==> src/rtl/core/nrmc_pkg.sv <==
// Shared types, constants and a helper function of the sentence checker.
`default_nettype none
package nrmc_pkg;

   localparam int CHAR_W      = 8;
   localparam int ZONE_W      = 5;
   localparam int HOUR_W      = 5;
   localparam int MINSEC_W    = 7;
   localparam int POS_W       = 4;
   localparam int DIGIT_W     = 4;
   localparam int TIME_DIGITS = 6;
   localparam int QUEUE_DEPTH = 2;
   localparam int QPTR_W      = (QUEUE_DEPTH > 1) ? $clog2(QUEUE_DEPTH) : 1;
   localparam int QCNT_W      = $clog2(QUEUE_DEPTH + 1);

   localparam logic [POS_W-1:0]  POS_HEAD_END  = 4'd7;
   localparam logic [POS_W-1:0]  POS_TIME_END  = 4'd12;
   localparam logic [POS_W-1:0]  POS_STATUS    = 4'd13;
   localparam logic [POS_W-1:0]  POS_MAX       = 4'd15;
   localparam logic [ZONE_W-1:0] ZONE_RESET    = 5'd8;

   localparam logic [CHAR_W-1:0] CHAR_STAR     = 8'h2A;
   localparam logic [CHAR_W-1:0] CHAR_UPPER_A  = 8'h41;

   typedef struct packed {
      logic                                accepted;
      logic [TIME_DIGITS-1:0][DIGIT_W-1:0] digits;
   } sentence_summary_type;

   // Expected header text "$GPRMC," by position.
   function automatic logic [CHAR_W-1:0] head_char(input logic [2:0] idx);
      logic [CHAR_W-1:0] ch;
      case (idx)
         3'd0:    ch = 8'h24;
         3'd1:    ch = 8'h47;
         3'd2:    ch = 8'h50;
         3'd3:    ch = 8'h52;
         3'd4:    ch = 8'h4D;
         3'd5:    ch = 8'h43;
         3'd6:    ch = 8'h2C;
         default: ch = 8'h00;
      endcase
      return ch;
   endfunction

endpackage
`default_nettype wire

==> src/rtl/core/nrmc_req_if.sv <==
// Character channel: one character and its end-of-sentence flag per beat.
`default_nettype none
interface nrmc_req_if
   import nrmc_pkg::*;
();
   logic              valid;
   logic              ready;
   logic [CHAR_W-1:0] char_in;
   logic              sentence_end;

   modport source (output valid, output char_in, output sentence_end, input ready);
   modport sink   (input valid, input char_in, input sentence_end, output ready);
endinterface
`default_nettype wire

==> src/rtl/core/nrmc_front.sv <==
// Front end: scans characters, tracks header, status, checksum and time digits.
`default_nettype none
module nrmc_front
   import nrmc_pkg::*;
(
   input  wire logic           clock,
   input  wire logic           reset,
   nrmc_req_if.sink            req_ch,
   input  wire logic           queue_full,
   output logic                push_valid,
   output sentence_summary_type push_data
);

   logic [POS_W-1:0]                    pos_ff, pos_in;
   logic                                header_ok_ff, header_ok_in;
   logic [CHAR_W-1:0]                   xor_ff, xor_in;
   logic                                after_star_ff, after_star_in;
   logic [CHAR_W-1:0]                   rx_sum_ff, rx_sum_in;
   logic                                rx_bad_ff, rx_bad_in;
   logic                                status_seen_ff, status_seen_in;
   logic                                status_a_ff, status_a_in;
   logic [TIME_DIGITS-1:0][DIGIT_W-1:0] digit_ff, digit_in;

   logic              beat;
   logic [CHAR_W-1:0] ch;
   logic              is_dec;
   logic              is_hex_upper;
   logic              is_letter;
   logic [DIGIT_W-1:0] hex_val;

   assign req_ch.ready = !queue_full;
   assign beat         = req_ch.valid && !queue_full;
   assign ch           = req_ch.char_in;
   assign push_valid   = beat && req_ch.sentence_end;

   always_comb begin
      is_dec       = ch inside {[8'h30:8'h39]};
      is_hex_upper = ch inside {[8'h41:8'h46]};
      is_letter    = ch inside {[8'h41:8'h5A], [8'h61:8'h7A]};
      hex_val      = is_dec ? ch[3:0] : (ch[3:0] + 4'd9);
   end

   always_comb begin
      pos_in         = pos_ff;
      header_ok_in   = header_ok_ff;
      xor_in         = xor_ff;
      after_star_in  = after_star_ff;
      rx_sum_in      = rx_sum_ff;
      rx_bad_in      = rx_bad_ff;
      status_seen_in = status_seen_ff;
      status_a_in    = status_a_ff;
      digit_in       = digit_ff;
      push_data      = '0;

      if (beat) begin
         if (pos_ff < POS_HEAD_END && ch != head_char(pos_ff[2:0])) begin
            header_ok_in = 1'b0;
         end
         for (int k = 0; k < TIME_DIGITS; k++) begin
            if (pos_ff == POS_HEAD_END + POS_W'(k)) begin
               digit_in[k] = is_dec ? ch[3:0] : '0;
            end
         end
         if (pos_ff >= POS_STATUS && !status_seen_ff && is_letter) begin
            status_seen_in = 1'b1;
            status_a_in    = (ch == CHAR_UPPER_A);
         end
         if (pos_ff != '0) begin
            if (!after_star_ff) begin
               if (ch == CHAR_STAR) begin
                  after_star_in = 1'b1;
               end else begin
                  xor_in = xor_ff ^ ch;
               end
            end else if (!(is_dec || is_hex_upper)) begin
               rx_bad_in = 1'b1;
            end else if (!rx_bad_ff) begin
               // a nonzero upper nibble would overflow one byte on the shift
               if (rx_sum_ff[7:4] != '0) begin
                  rx_bad_in = 1'b1;
               end else begin
                  rx_sum_in = {rx_sum_ff[3:0], hex_val};
               end
            end
         end
         if (pos_ff != POS_MAX) begin
            pos_in = pos_ff + 4'd1;
         end

         if (req_ch.sentence_end) begin
            push_data.accepted = header_ok_in && (pos_ff >= POS_STATUS) && status_a_in &&
                                 !rx_bad_in && (rx_sum_in == xor_in);
            push_data.digits   = digit_in;
            // drop all per-sentence state
            pos_in         = '0;
            header_ok_in   = 1'b1;
            xor_in         = '0;
            after_star_in  = 1'b0;
            rx_sum_in      = '0;
            rx_bad_in      = 1'b0;
            status_seen_in = 1'b0;
            status_a_in    = 1'b0;
            digit_in       = '0;
         end
      end
   end

   always_ff @(posedge clock) begin
      if (reset) begin
         pos_ff         <= '0;
         header_ok_ff   <= 1'b1;
         xor_ff         <= '0;
         after_star_ff  <= 1'b0;
         rx_sum_ff      <= '0;
         rx_bad_ff      <= 1'b0;
         status_seen_ff <= 1'b0;
         status_a_ff    <= 1'b0;
         digit_ff       <= '0;
      end else begin
         pos_ff         <= pos_in;
         header_ok_ff   <= header_ok_in;
         xor_ff         <= xor_in;
         after_star_ff  <= after_star_in;
         rx_sum_ff      <= rx_sum_in;
         rx_bad_ff      <= rx_bad_in;
         status_seen_ff <= status_seen_in;
         status_a_ff    <= status_a_in;
         digit_ff       <= digit_in;
      end
   end

endmodule
`default_nettype wire

==> src/flat_wrapper.sv <==
// flat-port wrapper written by rule: the top's interface ports become plain ports
module nrmc_front_flat import nrmc_pkg::*;
  (clock, reset, queue_full, push_valid, push_data, req_ch_valid, req_ch_char_in, req_ch_sentence_end, req_ch_ready);
  nrmc_req_if req_ch_i ();
  input  wire logic clock;
  input  wire logic reset;
  input  wire logic queue_full;
  output logic push_valid;
  output sentence_summary_type push_data;
  input wire logic [$bits(req_ch_i.valid)-1:0] req_ch_valid;
  input wire logic [$bits(req_ch_i.char_in)-1:0] req_ch_char_in;
  input wire logic [$bits(req_ch_i.sentence_end)-1:0] req_ch_sentence_end;
  output wire logic [$bits(req_ch_i.ready)-1:0] req_ch_ready;
  assign req_ch_i.valid = req_ch_valid;
  assign req_ch_i.char_in = req_ch_char_in;
  assign req_ch_i.sentence_end = req_ch_sentence_end;
  assign req_ch_ready = req_ch_i.ready;
  nrmc_front u_core (.clock(clock), .reset(reset), .req_ch(req_ch_i), .queue_full(queue_full), .push_valid(push_valid), .push_data(push_data));
endmodule
==> config.mk <==
export PLATFORM = sky130hd
export DESIGN_NAME = nrmc_front_flat
export DESIGN_NICKNAME = d
export VERILOG_FILES = /design/src/rtl/core/nrmc_pkg.sv /design/src/rtl/core/nrmc_req_if.sv /design/src/rtl/core/nrmc_front.sv /design/src/flat_wrapper.sv
export SDC_FILE = /design/constraint.sdc
export NUM_CORES = 1
export LEC_CHECK = 0
export ABC_CLOCK_PERIOD_IN_PS = 4600
export BUFFER_PORTS_ARGS = -buffer_cell sky130_fd_sc_hd__buf_4
export CAP_MARGIN = 30
export CORE_UTILIZATION = 50
export DETAILED_ROUTE_END_ITERATION = 8
export PLACE_DENSITY_LB_ADDON = 0.08
export SETUP_SLACK_MARGIN = 0.3
export SYNTH_ARGS = -nofsm -noshare
export SYNTH_HDL_FRONTEND = slang
export SYNTH_SLANG_ARGS = --single-unit
==> constraint.sdc <==
create_clock -name clock -period 4.6 [get_ports clock]
set_input_delay 0.69 -clock clock [delete_from_list [all_inputs] [get_ports clock]]
set_output_delay 0.69 -clock clock [all_outputs]
set_load 0.02 [all_outputs]
## Word level (Yosys, flattened, before mapping)

Index checks and enable logic that the tools add are counted.

| operators by class | value |
|---|---|
| add/subtract/negate cells | 2 |
| multiply operators | 0 |
| div/mod/pow operators | 0 |
| magnitude comparators | 9 |
| eq/ne operators | 17 |
| shift operators | 0 |
| mux-type cells | 46 |
| bitwise logic cells | 1 |
| reduce and logical (&&, ||, !) cells | 27 |

Operator list:

| cell | number |
|---|---|
| $mux W8 | 13 |
| $mux W25 | 2 |
| $pmux W7 S7 | 1 |
| $mux W4 | 10 |
| $le A8 B7 Y1 const B | 3 |
| $mux W24 | 1 |
| $eq A4 B4 Y1 const B | 5 |
| $mux W1 | 19 |
| $ge A8 B7 Y1 const B | 2 |
| $logic_and A1 B1 Y1 | 13 |
| $eq A3 B3 Y1 const B | 3 |
| $eq A8 B6 Y1 const B | 1 |
| $eq A8 B7 Y1 const B | 1 |
| $eq A8 B8 Y1 | 1 |
| $ge A8 B6 Y1 const B | 1 |
| $le A8 B6 Y1 const B | 1 |
| $ne A8 B8 Y1 | 1 |
| $reduce_bool A2 Y1 | 4 |
| $reduce_bool A4 Y1 | 2 |
| $xor A8 B8 Y8 | 1 |
| $eq A3 B2 Y1 const B | 2 |
| $reduce_and A2 Y1 | 3 |
| $add A4 B1 Y4 const B | 1 |
| $add A4 B4 Y4 const B | 1 |
| 8 further kinds | 10 |

| storage, ports and cells | value |
|---|---|
| bits in registers | 49 |
| latch bits | 0 |
| RAM bits | 0 |
| ROM bits | 0 |
| input port bits | 13 |
| output and inout bits | 27 |
| logic and storage cells | 116 |
| memories kept | 0 |

## Logic depth before layout (Yosys ltp)

Gate-level depths: netlist (run 1).

| logic depth | value |
|---|---|
| depth in word-level cells | 13 |
| gate-level depth with buffers | 11 |
| gate-level depth less buffers | 10 |

## Least setup slack after synthesis (run 1)

No wires, ideal clock.

| timing | value |
|---|---|
| kind | in2out |
| start | in req_ch_char_in[1] |
| end | out push_data[24] in the netlist's numbering |
| arrival time | 3734 ps |
| data required time | 3910 ps |
| slack | 176 ps |
| stages on the path | 11 |
| path buffers | 1 |
| cells stage by stage | clkbuf_1 inv_1 ha_1 o21bai_1 a21oi_2 ha_1 xnor3_1 a2111oi_0 a2bb2o_1 or4_1 nor4_2 |

RTL lines:

| item | RTL line | text |
|---|---|---|
| from (decl) | flat_wrapper.sv:11 | `input wire logic [$bits(req_ch_i.char_in)-1:0] req_ch_char_in;` |
| to (decl) | flat_wrapper.sv:9 | `output sentence_summary_type push_data;` |

==> qor.csv, run 1 <==
stage,metric,value,unit
clocking,root_buffer,clkbuf_8,
place,gp_congestion,0.905,
timing,fin_skew,10.3,ps
timing,finalHoldViolCount,0,
run,cap_violations,0,
timing,grt_setup_unrepaired,no,
worst_setup_path,start_kind,primary input,
clocking,post_cts_buffers,0,
synthesis,synth_top_area_share,0.295,
floorplan,boundaryPins,40,
power_and_ir_drop,peakVddDrop,0.000124,V
layout,fin_nets,515,
place,place_ws,365,ps
worst_hold_path,hold_depth,2,
power_and_ir_drop,cellPowerDensity,214,mW/mm2
power_and_ir_drop,p_leak,1.36,nW
timing,setup_viol,0,
drt,drcViolationCount,0,
floorplan,die-area,0.00699,mm2
synthesis,synth_area_leaders,"dfxtp_1, nor2_1, a21oi_1, a22oi_1, ha_1",
worst_setup_path,crit_path_end_kind,primary output,
clocking,clk_latency,320,ps
layout,final_cell_mix,"nor2_1, a21oi_1, dfxtp_1",
timing,maxSlewHeadroom,0.500,
global_routing,antenna_found_initial,0,
place,placed_cell_area,0.00363,mm2
floorplan,start_util,0.521,
clocking,cts_hold_buf,0,
timing,period_share,0.905,
timing,tns,0,ps
layout,fin_area,0.00374,mm2
floorplan,rows,29,
clocking,cts_made_buffers,5,
worst_hold_path,worst_hold_path_type,reg2reg,
clocking,cts_htree_levels,2,
global_routing,grt_pass1_vias,3096,
timing,tightest_slew,748,ps
place,dpl.hpwl,6.46,mm
clocking,cts_buffer_depth,2,
synthesis,synth_edf_count,0,
floorplan,coreArea,0.00639,mm2
layout,drive_above_1_share,0.128,
worst_setup_path,cp.required,3910,ps
drt,ant_nets,0,
clocking,ctsResizeCount,0,
synthesis,syn_area_per_cell,7.07,um2
global_routing,grt_use_total,0.271,
timing,drv_slew,0,
global_routing,grt_max_degree,44,
drt,routed_wl,9.46,mm
drt,wl_per_cell,16.6,um
synthesis,yosysSeqAreaShare,0.295,
layout,area_growth,12.3,%
clocking,clock-sinks,49,
global_routing,overflow,0,
timing,setup_slack,439,ps
floorplan,die_height,83.6,um
synthesis,synthFlopType,dfxtp_1,
outcome,status,finished clean,
synthesis,ys_warn_count,0,
timing,max_freq,240,MHz
layout,diodes,0,
drt,drt-initial-drc-count,245,
global_routing,grt_pass1_wl,15.5,mm
synthesis,syn_inst,471,
synthesis,synth_area,0.00333,mm2
synthesis,yosysUniqueCellTypes,62,
drt,vias,3477,
place,port_buffers,39,
synthesis,synth-async-reset-ratio,0,
synthesis,synth_top_area_cell,dfxtp_1,
worst_setup_path,worstPathArrival,3470,ps
clocking,path_clk_slew,100,ps
worst_setup_path,r2r_cells,9,
floorplan,fp.dieW,83.6,um
worst_setup_path,critPathKind,in2out,
drt,routed_via_density,6.11,
layout,final_util,0.585,
worst_setup_path,path_max_fanout,12,
synthesis,syn-num-nets,495,
timing,min_period,4160,ps
layout,layout_commonest_cell,nor2_1,
drt,drt_first_pass_iters,5,
clocking,cts_tree,built,
synthesis,synth_seq_cells,49,
-- kinds of logic after synthesis --
group | Yosys count | share of synthesized area
fa+ha+maj | 11 | 0.0413
compound gates | 138 | 0.265
xor+xnor | 11 | 0.0353
flops | 49 | 0.295
simple gates | 211 | 0.298
mux | 3 | 0.00939
buf+inv | 48 | 0.0560
-- through the flow --
step	hold slack, ps	total power, mW	cells
3_3_place_gp	456	0.539	561
5_1_grt	524	0.826	569
3_5_place_dp	461	0.540	561
6_report	493	0.800	569
4_1_cts	484	0.796	569
2_1_floorplan	429	0.507	471
-- cells in the mapped netlist (all sizes together) (2+ instances only) --
master,count
nor2,117
a21oi,54
dfxtp,49
nand2,25
clkbuf,24
a22oi,21
o21ai,20
inv,19
nor3,18
ha,11
a32oi,8
nand3,8
nor4,7
xnor2,7
or3,6
buf,5
nand2b,5
nor3b,5
and2,4
nor2b,4
o211ai,4
a31oi,3
o21a,3
o221ai,3
xor2,3
a211oi,2
a21boi,2
a32o,2
and3,2
mux2i,2
nand4,2
o21bai,2
o22ai,2
o31ai,2
or4,2
-- final cells by class --
| type | instances | area (um2) |
|---|---|---|
| Clock inverter | 2 | 15.0 |
| Sequential cell | 49 | 982 |
| Multi-Input combinational cell | 374 | 2190 |
| Tap cell | 77 | 96.3 |
| Clock buffer | 6 | 72.6 |
| Timing Repair Buffer | 42 | 315 |
| Inverter | 19 | 71.3 |
| Fill cell | 641 | 2650 |
-- state kept, by name (all words and copies together) (netlist names) --
signal                 cells
u_core.digit_ff           24
u_core.rx_sum_ff           8
u_core.xor_ff              8
u_core.pos_ff              4
u_core.after_star_ff       1
u_core.header_ok_ff        1
u_core.rx_bad_ff           1
u_core.status_a_ff         1
u_core.status_seen_ff      1
-- critical path, cell delays in order --
cell and delay (ps):
buf_4 160, inv_2 110, ha_2 220, o21bai_1 80, a21oi_2 160, ha_1 280, xnor3_1 330, a2111oi_0 340
a2bb2o_1 310, or4_1 460, nor4_4 140, buf_4 170
-- power breakdown --
part           leakage (nW)  switching [mW]  total (mW)  internal, mW
logic                 0.927          0.0706       0.106        0.0350
registers             0.395         0.00181       0.427         0.425
clock network        0.0374           0.159       0.267         0.108
-- final timing paths --
path	startpoint	end	slack [ps]
hold reg to reg	u_core.status_seen_ff	u_core.status_seen_ff	490
hold / removal	u_core.status_seen_ff	u_core.status_seen_ff	490
setup reg to reg	u_core.pos_ff[1]	u_core.status_a_ff	2180
setup / recovery	req_ch_char_in[1]	push_data[24]	440
-- per-layer routing --
layer,vias to the layer above,share of wire,global-route usage
met5,-,0,0
met4,0,0.027,0.111
met3,23,0.059,0.0406
met2,123,0.46,0.438
met1,1617,0.46,0.361
li1,1714,-,-
Power figures use the tool's default switching activity.
==> inputs of run 2 (changes only) <==
BUFFER_PORTS_ARGS = -buffer_cell sky130_fd_sc_hd__buf_2   (was -buffer_cell sky130_fd_sc_hd__buf_4)
==> qor.csv, run 2 (synthesis results as in run 1) <==
stage,metric,value,unit
worst_setup_path,critPathKind,in2out,
global_routing,overflow,0,
clocking,cts_hold_buf,0,
outcome,status,finished clean,
timing,maxSlewHeadroom,0.451,
worst_setup_path,cp_common_cell,buf_2,
worst_setup_path,start_kind,primary input,
worst_setup_path,crit_buf_inv,3,
timing,max_freq,240,MHz
floorplan,rows,29,
layout,nFillCells,632,
timing,setup_viol,0,
floorplan,die-area,0.00699,mm2
drt,routed_via_density,6.08,
clocking,cts_buffer_depth,2,
drt,routed_wl,9.44,mm
floorplan,fp.dieW,83.6,um
power_and_ir_drop,total_power,797,uW
place,port_buffers,39,
timing,finalHoldViolCount,0,
worst_hold_path,worst_hold_path_type,reg2reg,
worst_setup_path,worstPathCellList,buf_2 > inv_1 > ha_4 > o21bai_1 > a21oi_2 > ha_1 > xnor3_1 > a2111oi_0 > a2bb2o_1 > or4_1 > nor4_4 > buf_2,
layout,drive_above_1_share,0.128,
worst_setup_path,worstPathArrival,3480,ps
clocking,clock-sinks,49,
layout,fin_area,0.00367,mm2
place,placed_cell_area,0.00355,mm2
layout,reg_top3,"u_core.digit_ff: 24 flops, u_core.rx_sum_ff: 8 flops, u_core.xor_ff: 8 flops",
layout,layout_commonest_cell,nor2_1,
worst_setup_path,cp.required,3910,ps
clocking,root_buffer,clkbuf_8,
power_and_ir_drop,p_leak,1.37,nW
clocking,cts_made_buffers,5,
worst_setup_path,path_depth,12,
timing,tightest_slew,823,ps
clocking,post_cts_buffers,0,
timing,grt_setup_unrepaired,no,
drt,drcViolationCount,0,
place,gp_congestion,0.884,
timing,tns,0,ps
global_routing,grt_max_degree,44,
layout,area_growth,10.1,%
worst_setup_path,cpPeakStageDelay,460,ps
layout,largest_reg_flops,24,
worst_setup_path,slowest_stage,or4_1,
drt,ant_nets,0,
clocking,clk_latency,300,ps
timing,min_period,4170,ps
worst_setup_path,crit_path_end_kind,primary output,
power_and_ir_drop,peakVddDrop,0.000142,V
clocking,cts_tree,built,
drt,drt_first_pass_iters,5,
layout,final_cell_mix,"nor2_1, a21oi_1, dfxtp_1",
floorplan,start_util,0.521,
worst_hold_path,hold_depth,2,
layout,regMostFlops,u_core.digit_ff,
floorplan,die_height,83.6,um
run,cap_violations,0,
floorplan,coreArea,0.00639,mm2
timing,fin_skew,3.63,ps
layout,diodes,0,
clocking,ctsResizeCount,0,
worst_setup_path,r2r_cells,9,
place,dpl.hpwl,6.49,mm
drt,drt-initial-drc-count,270,
global_routing,grt_pass1_vias,2980,
global_routing,antenna_found_initial,0,
drt,vias,3467,
timing,drv_slew,0,
clocking,cts_htree_levels,2,
timing,period_share,0.906,
drt,wl_per_cell,16.6,um
global_routing,grt_pass1_wl,15.3,mm
worst_setup_path,crit_family,compound AO/OA/AOI/OAI gates,
floorplan,boundaryPins,40,
power_and_ir_drop,cellPowerDensity,217,mW/mm2
layout,fin_nets,517,
clocking,path_clk_slew,90,ps
worst_setup_path,path_max_fanout,6,
global_routing,grt_use_total,0.268,
==> run 2: cell types whose count changed in the layout (fill, tap and decap cells not counted) <==
cell / delta
buf_2: +39
buf_4: -37
clkbuf_1: -1
clkbuf_8: +1
clkinvlp_4: -1
dfxtp_1: +1
dfxtp_2: -1
ha_2: -1
ha_4: +1
inv_1: +1
inv_2: -1
==> run 2: cell type report <==
| class | instances | area [um2] | share of cell area |
|---|---|---|---|
| Inverter | 19 | 71.3 | 0.0194 |
| Tap cell | 77 | 96.3 | 0.0263 |
| Clock inverter | 1 | 7.51 | 0.00205 |
| Timing Repair Buffer | 44 | 233 | 0.0635 |
| Multi-Input combinational cell | 374 | 2200 | 0.599 |
| Clock buffer | 6 | 82.6 | 0.0225 |
| Sequential cell | 49 | 981 | 0.267 |
==> run 2: path summary, 6_finish.rpt <==
path | startpoint | endpoint | slack, ps
hold reg to reg | u_core.digit_ff[1] | u_core.digit_ff[1] | 500
hold / removal | u_core.digit_ff[1] | u_core.digit_ff[1] | 500
setup reg to reg | u_core.pos_ff[0] | u_core.status_a_ff | 2080
setup / recovery | req_ch_char_in[1] | push_data[24] | 430
==> run 2: worst min-delay path, cell delays in order (launching register included) <==
cell,delay [ps]
dfxtp_1,340
a32oi_1,60
nor2_1,70
==> run 2: routing by layer <==
layer	global-route usage	routed length (um)	vias up
li1	-	-	1715
met1	0.366	4280	1614
met5	0	0	-
met2	0.450	4530	122
met4	0.0601	125	0
met3	0.0346	503	16
==> run 2: power breakdown <==
part	internal, mW	switching [mW]	leakage (nW)
Sequential	0.425	0.00192	0.395
Clock	0.119	0.146	0.0433
Combinational	0.0328	0.0713	0.931
==> run 2: metrics by stage <==
stage	hold slack [ps]	setup WS [ps]	cells	utilization
2_1_floorplan	429	368	471	-
3_5_place_dp	480	406	563	0.556
5_1_grt	521	302	570	0.574
6_report	499	431	570	0.574
3_3_place_gp	456	437	563	0.556
4_1_cts	501	391	570	0.570
